[src/nidf_pkg.sv]
// ---------------------------------------------------------------------------
// nidf_pkg: shared constants, types and functions
// Widths, fixed-point formats and the elaboration-time log2 of the corpus size
// for the normalized inverse document frequency pipeline.
// ---------------------------------------------------------------------------
package nidf_pkg;

  // result format
  localparam int FRAC_BITS = 16;
  localparam int OUT_W     = FRAC_BITS + 1;
  localparam int QBITS     = FRAC_BITS + 1;

  // input and product widths
  localparam int IN_W     = 64;
  localparam int CORPUS_W = 20;
  localparam logic [CORPUS_W-1:0] CORPUS_N = CORPUS_W'(1000000);
  localparam int PROD_W   = IN_W + CORPUS_W;

  // log2 format: msb position in the integer part, LOG_FRAC fraction bits
  localparam int LOG_FRAC = 40;
  localparam int POS_W    = 7;
  localparam int LOG_W    = POS_W + LOG_FRAC;
  localparam int MANT_W   = 64;
  localparam int HALF_W   = MANT_W / 2;

  // pipeline depths
  localparam int NORM_STAGES = 4;
  localparam int LOG_LAT     = NORM_STAGES + 2 * LOG_FRAC;
  localparam int DIV_STEPS   = 3;
  localparam int DIV_STAGES  = (QBITS + DIV_STEPS - 1) / DIV_STEPS;
  localparam int REM_W       = LOG_W + 1;

  // special results
  localparam logic [OUT_W-1:0] ONE_FIX  = OUT_W'(1) << FRAC_BITS;
  localparam logic [OUT_W-1:0] HALF_FIX = OUT_W'(1) << (FRAC_BITS - 1);

  // per-item flags that ride beside the log lanes
  typedef struct packed {
    logic valid;
    logic half;
    logic one;
  } nidf_side_t;

  // log2 of a nonzero value, same algorithm as the hardware lanes
  function automatic logic [LOG_W-1:0] log2_const(input logic [PROD_W-1:0] x);
    logic [POS_W-1:0]      pos;
    logic [PROD_W-1:0]     sh;
    logic [MANT_W-1:0]     m;
    logic [2*MANT_W-1:0]   sq;
    logic [LOG_FRAC-1:0]   frac;
    pos  = '0;
    frac = '0;
    for (int i = 0; i < PROD_W; i++) begin
      if (x[i]) pos = POS_W'(i);
    end
    sh = x << (POS_W'(PROD_W - 1) - pos);
    m  = sh[PROD_W-1 -: MANT_W];
    for (int i = 0; i < LOG_FRAC; i++) begin
      sq   = (2*MANT_W)'(m) * (2*MANT_W)'(m);
      frac = {frac[LOG_FRAC-2:0], sq[2*MANT_W-1]};
      if (sq[2*MANT_W-1]) begin
        m = sq[2*MANT_W-1 -: MANT_W];
      end else begin
        m = sq[2*MANT_W-2 -: MANT_W];
      end
    end
    return {pos, frac};
  endfunction

  localparam logic [LOG_W-1:0] LOG_N   = log2_const(PROD_W'(CORPUS_N));
  localparam logic [REM_W-1:0] DIVISOR = {LOG_N, 1'b0};

endpackage

[src/nidf_front.sv]
// ---------------------------------------------------------------------------
// nidf_front: scaled product and special-case flags
// Forms doc_frequency * 1e6 from two narrow partial products and flags the
// zero-count, ratio-at-least-one-million and ratio-at-most-one cases.
// ---------------------------------------------------------------------------
module nidf_front (
  input  logic                       clk,
  input  logic                       rst,
  input  logic                       start,
  input  logic [nidf_pkg::IN_W-1:0]  doc_frequency,
  input  logic [nidf_pkg::IN_W-1:0]  doc_count,
  output nidf_pkg::nidf_side_t       side,
  output logic [nidf_pkg::PROD_W-1:0] prod,
  output logic [nidf_pkg::PROD_W-1:0] cnt
);
  import nidf_pkg::*;

  localparam int PP_W = HALF_W + CORPUS_W;

  logic              v1, v2;
  logic [PP_W-1:0]   pl1, ph1;
  logic [IN_W-1:0]   cnt1, cnt2;
  logic              half1, half2;
  logic [PROD_W-1:0] prod2;

  // stage 1: partial products and compares on the raw inputs
  always_ff @(posedge clk) begin
    if (rst) begin
      v1 <= 1'b0;
    end else begin
      v1 <= start;
    end
    pl1   <= PP_W'(doc_frequency[HALF_W-1:0]) * PP_W'(CORPUS_N);
    ph1   <= PP_W'(doc_frequency[IN_W-1:HALF_W]) * PP_W'(CORPUS_N);
    cnt1  <= doc_count;
    half1 <= (doc_count == '0) || (doc_frequency >= doc_count);
  end

  // stage 2: sum the partial products
  always_ff @(posedge clk) begin
    if (rst) begin
      v2 <= 1'b0;
    end else begin
      v2 <= v1;
    end
    prod2 <= (PROD_W'(ph1) << HALF_W) + PROD_W'(pl1);
    cnt2  <= cnt1;
    half2 <= half1;
  end

  // stage 3: ratio at least one million
  always_ff @(posedge clk) begin
    if (rst) begin
      side.valid <= 1'b0;
    end else begin
      side.valid <= v2;
    end
    side.half <= half2;
    side.one  <= prod2 <= PROD_W'(cnt2);
    prod      <= prod2;
    cnt       <= PROD_W'(cnt2);
  end

endmodule

[config.mk]
export PLATFORM = sky130hd
export DESIGN_NAME = nidf_front
export DESIGN_NICKNAME = d
export VERILOG_FILES = /design/src/nidf_pkg.sv /design/src/nidf_front.sv
export SDC_FILE = /design/constraint.sdc
export NUM_CORES = 1
export LEC_CHECK = 0
export CORE_ASPECT_RATIO = 1.5
export CORE_MARGIN = 8
export CORE_UTILIZATION = 40
export DETAILED_ROUTE_END_ITERATION = 12
export DONT_BUFFER_PORTS = 1
export SLEW_MARGIN = 30
export SYNTH_ARGS = -nofsm -noshare
export SYNTH_HDL_FRONTEND = slang
export SYNTH_SLANG_ARGS = --single-unit
[constraint.sdc]
create_clock -name clk -period 16.8 [get_ports clk]
set_input_delay 5.04 -clock clk [delete_from_list [all_inputs] [get_ports clk]]
set_output_delay 5.04 -clock clk [all_outputs]
set_load 0.03 [all_outputs]
==> results_dict.tcl <==
set metrics [dict create \
    outcome "completed" \
    yosysMostFrequentCell "inv_1" \
    synth_ff_type "dfxtp_1" \
    remaining_drc_errors 0 \
    io_pins 302 \
    min_period_ns 10.35 \
    rows 119 \
    path_cells "inv_1 -> fa_1 -> inv_1 -> fa_1 -> fa_1 -> fa_1 -> ha_1 -> inv_1 -> fa_1 -> inv_1 -> ha_1 -> and3_1 -> nand3_1 -> nor3b_1 -> nor3_1 -> o21ai_0 -> a21oi_1 -> or4b_1 -> nand4_1" \
    synth.yosys.seq_area_share_pct 31.8 \
    postCtsResizedCells 0 \
    synth_commonest_cells "inv_1 (524), dfxtp_1 (447), ha_1 (442)" \
    die_area_sq_um 79200 \
    numCtsBuffers 44 \
    fmax_mhz 96.6 \
    cp_slowest_cell "fa_1" \
    syn2layout_area_growth_pct 9.42 \
    dp_cells 3564 \
    setup_viol 0 \
    r2r_end "side[0]$_DFF_P_" \
    path_clk_slew_ns 0.06 \
    tightest_slew_ns 0.894 \
    clock_sinks 447 \
    min_path_cells 0 \
    hold_violations 0 \
    cp_max_fo 7 \
    clock_skew_ns 0.0198 \
    tns_ns 0 \
    drv_cap 0 \
    holdWs_ns 0.316 \
    hold_class "reg2reg" \
    synth_mux_area_share_pct 0.107 \
    cts_tree "done" \
    synth_xor_xnor_area_share_pct 3.71 \
    finalNonFillerCells 3658 \
    routedWlPerCell_microns 23.0 \
    clk_latency_ns 0.59 \
    cts_root_buf "clkbuf_16" \
    synth_area_leader_cell "dfxtp_1" \
    avgSynthCellArea_sq_um 10.5 \
    critPathKind "in2reg" \
    grt_pass1_wl_mm 125 \
    slew_headroom_pct 39.9 \
    end_kind "flop" \
    cts_setup_buffers 0 \
    yosysWarnings 0 \
    clockBufferDepth 3 \
    maxSlewViolCount 0 \
    synthAdderAreaFrac_pct 39.0 \
    cp_common_cell "fa_1" \
    ys_ff_latch 447 \
    synthTopCellsByArea "dfxtp_1 (32%), ha_1 (20%), fa_1 (19%), inv_1 (7.0%), a21o_1 (2.7%)" \
    synth_compound_area_share_pct 9.49 \
    place_congestion 0.904 \
    start_util_pct 40.2 \
    whs_endpoint "cnt2[59]$_DFF_P_" \
    worstPathArrival_ns 10.87 \
    critPathLaunchType "primary input" \
    synth_cell_types 74 \
    yosys.area.top_type_share_pct 31.8 \
    vias 18800 \
    syn_inst 2680 \
    final_layout_size_suffix_gt1_share_pct 3.65 \
    firstDrtPassIters 5 \
    routed_wl_mm 84.3 \
    r2r_cells 9 \
    r2r_start "cnt2[36]$_DFF_P_" \
    synth-edff-count 0 \
    cts_hold_buf 0 \
    min-delay-start "cnt1[59]$_DFF_P_" \
    period_share_pct 61.6 \
    nNetsFinal 3547 \
    die_w_microns 233 \
    via_per_inst 5.13 \
    grt_pass1_vias 20300 \
    grt_max_degree 17 \
    required_ns 17.32 \
    synthSimpleGateAreaFrac_pct 7.87 \
    startpoint "doc_frequency[2]" \
    grt_use_total_pct 21.2 \
    ys_async_sr_fraction_pct 0 \
    overflow 0 \
    reg2reg_slack_ns 13.76 \
    syn_area_sq_um 28100 \
    io_buffer_count 0 \
    dr.first_iter.drc_count 911 \
    die_y_microns 341 \
    ant_nets 0 \
    core_sq_um 70000 \
    cts.htree.levels 2 \
    synth_top_family_by_area "adder cells" \
    critPathMaxStageDelay_ns 0.58 \
    grt_setup_unrepaired "false" \
    antenna_found_initial 10 \
    dp_hpwl_mm 72.8 \
]
-- sequential cells by signal (all words and copies together), names as in the netlist --
name / flops
v2: 1
half1: 1
pl1: 46
prod2: 78
v1: 1
cnt: 64
cnt2: 64
ph1: 46
half2: 1
cnt1: 64
side: 3
prod: 78
-- placed cells by master (no fill, tap or decap), types with 48 or more instances in the layout --
master,count
xor2_1,48
nand2_1,76
fa_1,271
inv_1,524
xnor2_1,71
o21ai_0,61
dfxtp_1,447
ha_1,442
nand4_1,56
nor2_1,74
a21oi_1,128
a21o_1,101
-- through the flow --
stage	area (sq um)	utilization (%)	setup WS [ns]
6_report	30800	44.0	6.45
5_1_grt	30800	43.9	6.03
4_1_cts	30700	43.9	6.46
3_5_place_dp	29100	41.6	5.86
3_3_place_gp	29100	41.6	5.95
2_1_floorplan	28200	-	6.58
-- metal layers --
metal / vias to the layer above / track usage, % / wire length, microns
met5: - / 0 / 38
li1: 8897 / - / -
met1: 9127 / 22.3 / 29500
met4: 6 / 9.48 / 4240
met3: 162 / 5.28 / 6430
met2: 580 / 39.3 / 44000
-- critical path: cells and delay by family --
family                     cells  cell delay, ns
AOI/OAI and AO/OA              2            0.77
adders and majority gates      7            3.25
buffers and inverters          4            0.22
and+or+nand+nor                6            1.60
-- logic make-up after synthesis --
family	count (synthesis)
and+or+nand+nor	411
AOI/OAI and AO/OA	411
buffers and inverters	575
xor gates and xnor gates	119
other	1
DFF	447
adders and majority gates	713
muxes	3
-- worst max-delay path by stage --
| stage | to | cells past startpoint | slack, ns |
|---|---|---|---|
| 2_1_floorplan | pl1[30]$_DFF_P_ | 19 | 6.58 |
| 3_3_place_gp | pl1[48]$_DFF_P_ | 19 | 5.95 |
| 3_5_place_dp | pl1[48]$_DFF_P_ | 19 | 5.86 |
| 4_1_cts | pl1[48]$_DFF_P_ | 19 | 6.46 |
| 5_1_grt | pl1[48]$_DFF_P_ | 19 | 6.03 |
| 6_report | pl1[50]$_DFF_P_ | 19 | 6.45 |
-- final cells by class --
cell class / count / area (sq um)
Antenna cell: 12 / 30.0
Clock buffer: 53 / 1200
Clock inverter: 29 / 463
Fill cell: 6672 / 39200
Inverter: 524 / 1970
Multi-Input combinational cell: 1683 / 17000
Sequential cell: 447 / 8950
Tap cell: 907 / 1130
Timing Repair Buffer: 3 / 22.5
Power is not shown: default switching activity piles up to over one toggle a cycle in this logic, so the estimate is an artifact.
